$ cat config.mk
export PLATFORM = sky130hd
export DESIGN_NAME = array_list_table_flat
export DESIGN_NICKNAME = d
export VERILOG_FILES = /design/src/rtl/alt_pkg.sv /design/src/rtl/alt_req_if.sv /design/src/rtl/alt_rsp_if.sv /design/src/rtl/alt_ram.sv /design/src/rtl/alt_ctrl.sv /design/src/rtl/alt_out.sv /design/src/rtl/array_list_table.sv /design/src/flat_wrapper.sv
export SDC_FILE = /design/constraint.sdc
export NUM_CORES = 2
export LEC_CHECK = 0
export ABC_AREA = 1
export BUFFER_PORTS_ARGS = -buffer_cell sky130_fd_sc_hd__buf_2
export CAP_MARGIN = 40
export CORE_MARGIN = 10
export CORE_UTILIZATION = 55
export DETAILED_ROUTE_END_ITERATION = 16
export PLACE_DENSITY_LB_ADDON = 0.1
export REMOVE_ABC_BUFFERS = 1
export SLEW_MARGIN = 20
export SYNTH_ARGS = -nofsm -noshare
export SYNTH_HDL_FRONTEND = slang
export SYNTH_HIERARCHICAL = 1
export SYNTH_SLANG_ARGS = --single-unit
export TNS_END_PERCENT = 5
$ cat constraint.sdc
create_clock -name clock -period 10 [get_ports clock]
set_clock_uncertainty 0.2 [all_clocks]
set_input_delay 2 -clock clock [delete_from_list [all_inputs] [get_ports clock]]
set_output_delay 2 -clock clock [all_outputs]
set_load 0.005 [all_outputs]
$ cat src/rtl/alt_pkg.sv
// alt_pkg: shared constants, command codes and types for the array list table.
// No dependencies; every other file of the block but alt_ram imports this package.
package alt_pkg;

   localparam int CAPACITY = 128;
   localparam int ADDR_W   = $clog2(CAPACITY);
   localparam int CNT_W    = $clog2(CAPACITY + 1);

   localparam int CMD_W    = 3;
   localparam int VALUE_W  = 32;
   localparam int INDEX_W  = 7;
   localparam int POS_W    = 7;
   localparam int COUNT_W  = 8;

   localparam logic [CMD_W-1:0] CMD_SEARCH      = 3'd0;
   localparam logic [CMD_W-1:0] CMD_APPEND      = 3'd1;
   localparam logic [CMD_W-1:0] CMD_REMOVE_LAST = 3'd2;
   localparam logic [CMD_W-1:0] CMD_DELETE_AT   = 3'd3;
   localparam logic [CMD_W-1:0] CMD_FIND_DELETE = 3'd4;

   typedef enum logic [1:0] {
      ST_IDLE,
      ST_SCAN,
      ST_SHIFT,
      ST_DONE
   } state_type;

   typedef struct packed {
      logic               ok;
      logic [POS_W-1:0]   position;
      logic [COUNT_W-1:0] count;
   } res_type;

endpackage

$ cat src/rtl/alt_req_if.sv
// alt_req_if: command channel (valid/ready plus command payload).
// Depends on alt_pkg.
interface alt_req_if;
   import alt_pkg::*;

   logic                      valid;
   logic                      ready;
   logic [CMD_W-1:0]          command;
   logic signed [VALUE_W-1:0] value;
   logic [INDEX_W-1:0]        index;

   modport source (output valid, output command, output value, output index, input ready);
   modport sink   (input valid, input command, input value, input index, output ready);
endinterface

$ cat src/rtl/alt_rsp_if.sv
// alt_rsp_if: result channel (valid/ready plus result payload).
// Depends on alt_pkg.
interface alt_rsp_if;
   import alt_pkg::*;

   logic               valid;
   logic               ready;
   logic               ok;
   logic [POS_W-1:0]   position;
   logic [COUNT_W-1:0] count;

   modport source (output valid, output ok, output position, output count, input ready);
   modport sink   (input valid, input ok, input position, input count, output ready);
endinterface

$ cat src/rtl/alt_ram.sv
// alt_ram: generic simple dual-port RAM, one write and one registered read port.
// No dependencies.
module alt_ram #(
   parameter int WIDTH = 32,
   parameter int DEPTH = 128
) (
   input  logic                     clock,
   input  logic                     wr_en,
   input  logic [$clog2(DEPTH)-1:0] wr_addr,
   input  logic [WIDTH-1:0]         wr_data,
   input  logic                     rd_en,
   input  logic [$clog2(DEPTH)-1:0] rd_addr,
   output logic [WIDTH-1:0]         rd_data
);

   logic [WIDTH-1:0] mem_ff [DEPTH];
   logic [WIDTH-1:0] rd_data_ff;

   always_ff @(posedge clock) begin
      if (wr_en) begin
         mem_ff[wr_addr] <= wr_data;
      end
      if (rd_en) begin
         rd_data_ff <= mem_ff[rd_addr];
      end
   end

   assign rd_data = rd_data_ff;

endmodule

$ cat src/rtl/alt_ctrl.sv
// alt_ctrl: command sequencer, entry count, and the pipelined memory walk
// shared by search and compaction. Depends on alt_pkg, alt_req_if.
module alt_ctrl (
   input  logic                     clock,
   input  logic                     reset,
   alt_req_if.sink                  req_if,
   output logic                     res_valid,
   output alt_pkg::res_type         res,
   input  logic                     can_load,
   output logic                     ram_wr_en,
   output logic [alt_pkg::ADDR_W-1:0]  ram_wr_addr,
   output logic [alt_pkg::VALUE_W-1:0] ram_wr_data,
   output logic                     ram_rd_en,
   output logic [alt_pkg::ADDR_W-1:0]  ram_rd_addr,
   input  logic [alt_pkg::VALUE_W-1:0] ram_rd_data
);
   import alt_pkg::*;

   state_type          state_ff, state_in;
   logic [CMD_W-1:0]   cmd_ff, cmd_in;
   logic [VALUE_W-1:0] value_ff, value_in;
   logic [CNT_W-1:0]   count_ff, count_in;
   logic [CNT_W-1:0]   addr_ff, addr_in;       // next address to read
   logic               chk_ff, chk_in;         // read data valid this cycle
   logic [CNT_W-1:0]   chk_addr_ff, chk_addr_in;
   logic               ok_ff, ok_in;
   logic [POS_W-1:0]   pos_ff, pos_in;

   logic               issue_en;
   logic               hit;
   logic               walk_end;
   logic [CNT_W-1:0]   shift_dst;

   assign issue_en  = addr_ff < count_ff;
   assign hit       = chk_ff && (ram_rd_data == value_ff);
   assign walk_end  = !chk_ff && !issue_en;
   assign shift_dst = chk_addr_ff - CNT_W'(1);

   always_ff @(posedge clock) begin
      if (reset) begin
         state_ff <= ST_IDLE;
         count_ff <= '0;
         chk_ff   <= 1'b0;
      end else begin
         state_ff <= state_in;
         count_ff <= count_in;
         chk_ff   <= chk_in;
      end
      cmd_ff      <= cmd_in;
      value_ff    <= value_in;
      addr_ff     <= addr_in;
      chk_addr_ff <= chk_addr_in;
      ok_ff       <= ok_in;
      pos_ff      <= pos_in;
   end

   always_comb begin
      state_in    = state_ff;
      cmd_in      = cmd_ff;
      value_in    = value_ff;
      count_in    = count_ff;
      addr_in     = addr_ff;
      chk_in      = chk_ff;
      chk_addr_in = chk_addr_ff;
      ok_in       = ok_ff;
      pos_in      = pos_ff;

      req_if.ready = 1'b0;
      res_valid    = 1'b0;
      ram_wr_en    = 1'b0;
      ram_wr_addr  = count_ff[ADDR_W-1:0];
      ram_wr_data  = req_if.value;
      ram_rd_en    = 1'b0;
      ram_rd_addr  = addr_ff[ADDR_W-1:0];

      case (state_ff)
         ST_IDLE: begin
            req_if.ready = 1'b1;
            if (req_if.valid) begin
               cmd_in   = req_if.command;
               value_in = req_if.value;
               ok_in    = 1'b0;
               pos_in   = '0;
               chk_in   = 1'b0;
               state_in = ST_DONE;
               case (req_if.command)
                  CMD_SEARCH, CMD_FIND_DELETE: begin
                     addr_in  = '0;
                     state_in = ST_SCAN;
                  end
                  CMD_APPEND: begin
                     if (count_ff < CNT_W'(CAPACITY)) begin
                        ram_wr_en = 1'b1;
                        count_in  = count_ff + CNT_W'(1);
                        ok_in     = 1'b1;
                     end
                  end
                  CMD_REMOVE_LAST: begin
                     if (count_ff != '0) begin
                        count_in = count_ff - CNT_W'(1);
                        ok_in    = 1'b1;
                     end
                  end
                  CMD_DELETE_AT: begin
                     if (CNT_W'(req_if.index) < count_ff) begin
                        addr_in  = CNT_W'(req_if.index) + CNT_W'(1);
                        state_in = ST_SHIFT;
                     end
                  end
                  default: begin
                  end
               endcase
            end
         end

         ST_SCAN: begin
            ram_rd_en   = issue_en;
            chk_in      = issue_en;
            chk_addr_in = addr_ff;
            addr_in     = addr_ff + CNT_W'(1);
            if (hit) begin
               if (cmd_ff == CMD_SEARCH) begin
                  ok_in    = 1'b1;
                  pos_in   = chk_addr_ff[POS_W-1:0];
                  state_in = ST_DONE;
               end else begin
                  // matched entry becomes the hole to close
                  addr_in  = chk_addr_ff + CNT_W'(1);
                  chk_in   = 1'b0;
                  state_in = ST_SHIFT;
               end
            end else if (walk_end) begin
               state_in = ST_DONE;
            end
         end

         ST_SHIFT: begin
            ram_rd_en   = issue_en;
            chk_in      = issue_en;
            chk_addr_in = addr_ff;
            addr_in     = addr_ff + CNT_W'(1);
            // entry read last cycle moves down one slot
            ram_wr_en   = chk_ff;
            ram_wr_addr = shift_dst[ADDR_W-1:0];
            ram_wr_data = ram_rd_data;
            if (walk_end) begin
               count_in = count_ff - CNT_W'(1);
               ok_in    = 1'b1;
               state_in = ST_DONE;
            end
         end

         ST_DONE: begin
            res_valid = 1'b1;
            if (can_load) begin
               state_in = ST_IDLE;
            end
         end

         default: begin
            state_in = ST_IDLE;
         end
      endcase
   end

   assign res.ok       = ok_ff;
   assign res.position = pos_ff;
   assign res.count    = COUNT_W'(count_ff);

   a_count_range: assert property (@(posedge clock) disable iff (reset)
      count_ff <= CNT_W'(CAPACITY))
      else $error("entry count above capacity");

   a_shift_wr_live: assert property (@(posedge clock) disable iff (reset)
      (state_ff == ST_SHIFT && ram_wr_en) |-> (shift_dst < count_ff))
      else $error("compaction write beyond live entries");

   a_wr_source: assert property (@(posedge clock) disable iff (reset)
      ram_wr_en |-> ((state_ff == ST_IDLE && req_if.valid && cmd_in == CMD_APPEND)
                     || state_ff == ST_SHIFT))
      else $error("memory write outside append or compaction");

   a_done_release: assert property (@(posedge clock) disable iff (reset)
      (state_ff == ST_DONE && can_load) |=> (state_ff == ST_IDLE))
      else $error("result handed off but sequencer not idle");

endmodule

$ cat src/rtl/alt_out.sv
// alt_out: result output register between the sequencer and the result channel.
// Depends on alt_pkg, alt_rsp_if.
module alt_out (
   input  logic             clock,
   input  logic             reset,
   input  logic             res_valid,
   input  alt_pkg::res_type res,
   output logic             can_load,
   alt_rsp_if.source        rsp_if
);
   import alt_pkg::*;

   logic    valid_ff, valid_in;
   res_type data_ff, data_in;
   logic    load;

   assign can_load = !valid_ff || rsp_if.ready;
   assign load     = res_valid && can_load;

   always_comb begin
      valid_in = valid_ff;
      data_in  = data_ff;
      if (load) begin
         valid_in = 1'b1;
         data_in  = res;
      end else if (rsp_if.ready) begin
         valid_in = 1'b0;
      end
   end

   always_ff @(posedge clock) begin
      if (reset) begin
         valid_ff <= 1'b0;
      end else begin
         valid_ff <= valid_in;
      end
      data_ff <= data_in;
   end

   assign rsp_if.valid    = valid_ff;
   assign rsp_if.ok       = data_ff.ok;
   assign rsp_if.position = data_ff.position;
   assign rsp_if.count    = data_ff.count;

   a_no_overwrite: assert property (@(posedge clock) disable iff (reset)
      !(load && valid_ff && !rsp_if.ready))
      else $error("pending result overwritten");

endmodule

$ cat src/rtl/array_list_table.sv
// array_list_table: top level of the packed list with compacting delete.
// Depends on alt_pkg, alt_req_if, alt_rsp_if, alt_ram, alt_ctrl, alt_out.
//
//  channel   dir  handshake     payload
//  req_if    in   valid/ready   command[2:0], value[31:0] signed, index[6:0]
//  rsp_if    out  valid/ready   ok, position[6:0], count[7:0]
//
// One command at a time. Append, remove last, bad index and unknown codes:
// the result passes through the done state into the output register. Search
// and find-and-delete stream reads through the entry RAM one per cycle
// (registered read); compaction moves one entry per cycle through the same
// read/write ports.
// Reset is synchronous; it clears the count and control only, the entry RAM
// is not cleared since only entries below the count are ever read.
// A stalled result sits in the output register; the next command is taken
// meanwhile and finishes once that register frees.
module array_list_table (
   input  logic      clock,
   input  logic      reset,
   alt_req_if.sink   req_if,
   alt_rsp_if.source rsp_if
);
   import alt_pkg::*;

   logic               res_valid;
   res_type            res;
   logic               can_load;

   logic               ram_wr_en;
   logic [ADDR_W-1:0]  ram_wr_addr;
   logic [VALUE_W-1:0] ram_wr_data;
   logic               ram_rd_en;
   logic [ADDR_W-1:0]  ram_rd_addr;
   logic [VALUE_W-1:0] ram_rd_data;

   // entry storage
   alt_ram #(
      .WIDTH (VALUE_W),
      .DEPTH (CAPACITY)
   ) u_ram (
      .clock   (clock),
      .wr_en   (ram_wr_en),
      .wr_addr (ram_wr_addr),
      .wr_data (ram_wr_data),
      .rd_en   (ram_rd_en),
      .rd_addr (ram_rd_addr),
      .rd_data (ram_rd_data)
   );

   // command sequencer and memory walk
   alt_ctrl u_ctrl (
      .clock       (clock),
      .reset       (reset),
      .req_if      (req_if),
      .res_valid   (res_valid),
      .res         (res),
      .can_load    (can_load),
      .ram_wr_en   (ram_wr_en),
      .ram_wr_addr (ram_wr_addr),
      .ram_wr_data (ram_wr_data),
      .ram_rd_en   (ram_rd_en),
      .ram_rd_addr (ram_rd_addr),
      .ram_rd_data (ram_rd_data)
   );

   // result register toward the consumer
   alt_out u_out (
      .clock     (clock),
      .reset     (reset),
      .res_valid (res_valid),
      .res       (res),
      .can_load  (can_load),
      .rsp_if    (rsp_if)
   );

endmodule
$ cat src/flat_wrapper.sv
// flat-port wrapper written by rule: the top's interface ports become plain ports
module array_list_table_flat import alt_pkg::*;
  (clock, reset, req_if_valid, req_if_command, req_if_value, req_if_index, req_if_ready, rsp_if_valid, rsp_if_ok, rsp_if_position, rsp_if_count, rsp_if_ready);
  alt_req_if req_if_i ();
  alt_rsp_if rsp_if_i ();
  input  logic clock;
  input  logic reset;
  input wire logic [$bits(req_if_i.valid)-1:0] req_if_valid;
  input wire logic [$bits(req_if_i.command)-1:0] req_if_command;
  input wire logic [$bits(req_if_i.value)-1:0] req_if_value;
  input wire logic [$bits(req_if_i.index)-1:0] req_if_index;
  output wire logic [$bits(req_if_i.ready)-1:0] req_if_ready;
  output wire logic [$bits(rsp_if_i.valid)-1:0] rsp_if_valid;
  output wire logic [$bits(rsp_if_i.ok)-1:0] rsp_if_ok;
  output wire logic [$bits(rsp_if_i.position)-1:0] rsp_if_position;
  output wire logic [$bits(rsp_if_i.count)-1:0] rsp_if_count;
  input wire logic [$bits(rsp_if_i.ready)-1:0] rsp_if_ready;
  assign req_if_i.valid = req_if_valid;
  assign req_if_i.command = req_if_command;
  assign req_if_i.value = req_if_value;
  assign req_if_i.index = req_if_index;
  assign req_if_ready = req_if_i.ready;
  assign rsp_if_valid = rsp_if_i.valid;
  assign rsp_if_ok = rsp_if_i.ok;
  assign rsp_if_position = rsp_if_i.position;
  assign rsp_if_count = rsp_if_i.count;
  assign rsp_if_i.ready = rsp_if_ready;
  array_list_table u_core (.clock(clock), .reset(reset), .req_if(req_if_i), .rsp_if(rsp_if_i));
endmodule
==> Word-level counts from Yosys, hierarchy flattened <==
Memory sizes are Yosys's and may differ from the RTL's. A register that Yosys moved wholly into a read port is not among the register bits.
Index checks and enable logic that the tools add are counted.
{ "word_totals": {"register_bits": 87, "ramBits": 4096, "inputBits": 46, "output_inout_bits": 18, "wordCells": 113, "n_memories": 1} }
{ "op_classes": {"add_sub_neg": 6, "n_lt_le_gt_ge": 3, "eq_ne": 18, "mux": 48, "n_reduce_logical": 24} }
{ "memory_table": {"columns": ["name", "words", "width", "rd", "rd_clocked_by_memory_dff", "write_ports", "line", "text"], "rows": [
  ["u_core.u_ram.mem_ff", 128, 32, 1, 1, 1, "alt_ram.sv:16", "logic [WIDTH-1:0] mem_ff [DEPTH];"]
]} }
{ "op_table": {"columns": ["op", "n"], "rows": [
  ["$mux W8", 8],
  ["$pmux W8 S2", 3],
  ["$eq A32 B32 Y1", 1],
  ["$mux W32", 1],
  ["$mux W7", 4],
  ["$add A8 B1 Y8 const B", 3],
  ["$pmux W8 S3", 1],
  ["$mux W1", 20],
  ["$pmux W7 S2", 1],
  ["$ne A2 B2 Y1 const B", 5],
  ["$ne A3 B3 Y1 const B", 3],
  ["$add A7 B1 Y8 const B", 1],
  ["$lt A7 B8 Y1", 1],
  ["$lt A8 B8 Y1", 1],
  ["$lt A8 B8 Y1 const B", 1],
  ["$mux W2", 4],
  ["$pmux W2 S4", 1],
  ["$reduce_and A4 Y1", 2],
  ["$reduce_bool A8 Y1", 1],
  ["$sub A8 B1 Y8 const B", 1],
  ["$sub A7 B1 Y7 const B", 1],
  ["$eq A3 B2 Y1 const B", 2],
  ["$logic_not A3 Y1", 2],
  ["$ne A3 B1 Y1 const B", 2],
  ["other kinds (17)", 29]
]} }

==> Logic depth before layout (Yosys ltp) <==
{ "logic_depth": {"depth_word": 7, "ltp_mapped": 15, "mapped_depth_nobuf": 15} }

==> Modules after synthesis <==
Netlist, hierarchy kept.
{ "by_module_without_submodules": {"columns": ["module", "n_inst", "cells_each", "area_each_um2", "seq_area_each_um2"], "rows": [
  ["alt_ram", 1, 13389, 164954.5, 123958.9],
  ["alt_ctrl", 1, 706, 5113.7, 1991.9],
  ["alt_out", 1, 22, 528.0, 500.5]
]} }

==> Worst setup path after synthesis <==
OpenSTA, ideal clock, no wires.
{ "synth_path": {"kind": "flip-flop to flip-flop", "from": "register u_core.u_ctrl.state_ff[0]", "to": "memory u_core.u_ram.mem_ff[0][1] (data pin)", "setup_time_ns": 1.197, "t_arrival_ns": 6.107, "required_ns": 8.603, "slack_ns": 2.497, "path_stages_with_launch": 7, "n_path_buf": 2, "period_less_slack_ns": 7.503, "cell_sequence": "dfxtp_1 inv_1 ha_1 clkbuf_1 inv_1 clkbuf_1 o21ai_0"} }
{ "synth_between": {"elab_chain_cells": 2} }
{ "synth_lines": {"columns": ["element", "line", "text"], "rows": [
  ["start: declaration", "alt_ctrl.sv:19", "state_type state_ff, state_in;"],
  ["start signal: assignment", "alt_ctrl.sv:45", "state_ff <= state_in;"],
  ["$eq A2 B2 Y1", "alt_ctrl.sv:76", "case (state_ff)"],
  ["$mux W32", "alt_ctrl.sv:76", null],
  ["named net u_core.ram_wr_data[1]", "array_list_table.sv:31", "logic [VALUE_W-1:0] ram_wr_data;"],
  ["end: declaration", "alt_ram.sv:16", null]
]} }
The timed path passes the listed nets, and every way through them passes these cells.

==> Worst setup path in the final report <==
{ "layout_path": {"from": "register u_core.u_ctrl.addr_ff[0]", "to": "register u_core.u_ram.rd_data_ff[22], in the netlist u_core/u_ram/rd_data[22] (read register of u_core.u_ram.mem_ff) (data pin)"} }
{ "layout_between": {"elab_chain_cells": 2} }
{ "layout_lines": {"columns": ["element", "line", "text"], "rows": [
  ["start: declaration", "alt_ctrl.sv:23", "logic [CNT_W-1:0] addr_ff, addr_in;"],
  ["start signal: assignment", "alt_ctrl.sv:51", "addr_ff <= addr_in;"],
  ["$lt A8 B8 Y1", "alt_ctrl.sv:34", "assign issue_en = addr_ff < count_ff;"],
  ["$mux W1", "alt_ctrl.sv:76", null],
  ["end: declaration", "alt_ram.sv:17", "logic [WIDTH-1:0] rd_data_ff;"]
]} }
Parallel ways exist; a longest one is shown, timed or not.
A chain may end at the register's enable or synchronous reset.

==> results.ini <==
[run_status]
status = finished, final reports clean

[logic_synthesis]
ys_async_sr_fraction = 0
synth.distinct_cells = 41
synthCells = 14100
ys_ff_latch = 4215
synthFlopType = edfxtp_1
synth.cell_area_sq_um = 171000
synth_enable_flop_cells = 4203
yosysWarnings = 6
avgSynthCellArea_sq_um = 12.1
yosysSeqAreaShare = 0.741

[die]
dieWidth_um = 577
top_level_ports = 64
die_h_um = 577
coreArea_sq_um = 309000
start_util = 0.552
dieArea_sq_um = 333000
num_rows = 204

[global_routing]
grt_max_degree = 217
antenna_found_initial = 28
grt_pass1_vias = 106000
grt_overflow_total = 0
grt_usage = 0.315
grt_pass1_wl_um = 761000

[clock_network]
clk_latency_ps = 1000
cts_resized = 0
cts-root-buf = clkbuf_16
ctsHoldBuffers = 0
cts.sinks = 4215
cts_setup_buffers = 0
cts_tree = done
htree_levels = 5
ctsLongestPathBuffers = 4
cts_buffers = 425
clk_pin_slew_ps = 60

[setup_path]
path_class = flop to flop
cp_top_family = buffers and inverters
critPathSlowestCell = edfxtp_1
cp_data_required_time_ps = 10650
max_stage_delay_ps = 610
crit_path_frequent_cell = nand3_1
crit_path_cell_trace = buf_4 -> inv_16 -> buf_12 -> buf_12 -> nand2_1 -> nand3_1 -> nand3_1 -> nand3_1 -> nand3_1 -> nand3_1 -> nand3_1 -> nand2_1
critPathArrivalTime_ps = 6030
crit_path_start_kind = flop
critical_path_buf_inv_count = 4
crit_path_end_kind = flop
r2r_slack_ps = 4620
crit_fanout = 179

[power]
swShare = 0.416
pwr-share-clk = 0.252
power.density_nw_per_um2 = 319
switchingPower_mw = 25.6
p_leak_nw = 67.6
internal_power_mw = 36.0
seqPwrFrac = 0.363
power_mw = 61.6
ir_drop_v = 0.000396
p_comb_frac = 0.385

[hold_path]
hold_class = flop to flop

[cells_and_area]
stdcell_area_sq_um = 193000
nets = 14100
layout_commonest_cell = nand2_1
drive_above_1_share = 0.0862
ff_latch_area_sq_um = 126000
multiInputGateArea_sq_um = 40300
final_cells = 18600
fillCellCount = 23300
final_cell_mix = 4372 x nand2_1, 4203 x edfxtp_1, 4071 x nand3_1, 428 x clkbuf_16, 148 x buf_4
area_growth_pct = 13.2

[detailed_routing]
routed-via-count = 115000
viasPerCell = 6.18
routedWlPerCell_um = 29.1
drc = 0
drt_iter0_markers = 17500
drt_first_pass_iters = 7
ant_nets = 0
wl_um = 539000

[timing]
hold_viol = 0
fin_crit_sh = 0.538
max_clock_freq_ghz = 0.186
period_needed_ps = 5380
tightest_slew_ps = 1310
relSlewSlack = 0.126
tns_ps = 0
setup_viol = 0
finalMaxSlewViolations = 0
rsz0062_at_grt = no
worst_slack_ps = 4620

[placed_design]
dp.cells = 17700
place_area_sq_um = 179000
gp_congestion = 0.954
portBuffers = 63
dp_hpwl_um = 331000
pre_cts_ws_ps = 4660

[run]
cap_violations = 0

-- state kept, by name, indices dropped and copies added (netlist names) --
signal and flops:
u_core/u_ctrl/chk_addr_ff 8, u_core/u_ctrl/chk_ff 1, u_core/u_ctrl/addr_ff 8, u_core/u_ctrl/ok_ff 1
u_core/u_ctrl/value_ff 32, u_core/u_out/rsp_if.count 8, u_core/u_ctrl/state_ff 2, u_core/u_ram/rd_data 32
u_core/u_out/rsp_if.position 7, u_core/u_out/rsp_if.ok 1, u_core/u_ctrl/count_ff 8, u_core/u_ram/mem_ff 4096
u_core/u_out/rsp_if.valid 1, u_core/u_ctrl/pos_ff 7, u_core/u_ctrl/cmd_ff 3
-- power groups by stage --
stage	combinational, mW	sequential (mW)	clock, mW
floorplan	10.1	24.1	0
global placement	22.0	22.7	0
detailed placement	22.8	22.7	0
CTS	22.9	22.3	15.7
global route	24.7	22.3	16.4
finish	23.7	22.3	15.6
-- routing by layer --
layer	routed length [um]	up-vias	share of wire	global-route usage
met4	36000	8	0.067	0.171
met3	58800	1135	0.11	0.0657
met5	57	-	0.00011	0
li1	-	50300	-	-
met1	199000	56600	0.37	0.424
met2	246000	6559	0.46	0.484
-- per-stage QoR --
| stage | utilization | hold WS, ps |
|---|---|---|
| after floorplan | - | 200 |
| after global placement | 0.565 | 248 |
| after detailed placement | 0.580 | 238 |
| after CTS | 0.624 | 251 |
| after global routing | 0.625 | 261 |
| final | 0.626 | 257 |
-- synthesized netlist by cell type (2+ instances only) --
cell / number / area, sq um
nor3_1: 15 / 75.1
clkbuf_1: 119 / 447
a21oi_1: 19 / 95.1
buf_2: 604 / 3020
or2_2: 3 / 18.8
nand3b_1: 2 / 15.0
xnor2_1: 13 / 114
inv_4: 2 / 12.5
buf_6: 12 / 135
nor2_2: 2 / 12.5
a31oi_1: 2 / 12.5
nor2_1: 185 / 694
and2_1: 3 / 18.8
a21oi_2: 2 / 17.5
o31ai_1: 3 / 22.5
inv_2: 8 / 30.0
inv_1: 123 / 462
dfxtp_1: 12 / 240
xor2_1: 19 / 166
o22ai_1: 4 / 25.0
ha_1: 24 / 300
a211oi_1: 5 / 37.5
nand3_1: 4071 / 20400
edfxtp_1: 4203 / 126000
o21ai_0: 46 / 230
clkbuf_8: 2 / 27.5
nand2_2: 3 / 18.8
nand4_1: 16 / 100
nand2_1: 4389 / 16500
buf_1: 101 / 379
buf_4: 95 / 713
-- final timing paths --
kind	startpoint	cells past startpoint	endpoint
worst max-delay path	u_core/u_ctrl/addr_ff[0]$_DFFE_PP_	12	u_core/u_ram/rd_data[22]$_DFFE_PP_
worst max register to register	u_core/u_ctrl/addr_ff[0]$_DFFE_PP_	12	u_core/u_ram/rd_data[22]$_DFFE_PP_
worst min register to register	u_core/u_ctrl/ok_ff$_SDFFCE_PN1P_	0	u_core/u_out/rsp_if.ok$_DFFE_PP_
worst min-delay path	u_core/u_ctrl/ok_ff$_SDFFCE_PN1P_	0	u_core/u_out/rsp_if.ok$_DFFE_PP_
-- layout make-up --
class                   count  area share
flip-flops and latches   4215       0.655
multi-input cells        8835       0.208
diodes                     11    0.000142
clock inverters           269      0.0130
inverters                 133     0.00287
clock buffers             519      0.0573
well taps                4120      0.0267
repair buffers            449      0.0370
-- cells by family (layout without fill, tap and decap cells) --
family / count (synthesis) / after routing / share of synthesized area
AND/OR/NAND/NOR: 8692 / 8692 / 0.222
flip-flops: 4215 / 4215 / 0.741
buffers and inverters: 1067 / 1370 / 0.0307
AO/OA/AOI/OAI: 87 / 87 / 0.00288
XOR/XNOR: 32 / 32 / 0.00164
adder cells (fa/ha/maj): 24 / 24 / 0.00176
other: 0 / 11 / 0
(Power assumes the default switching activity.)
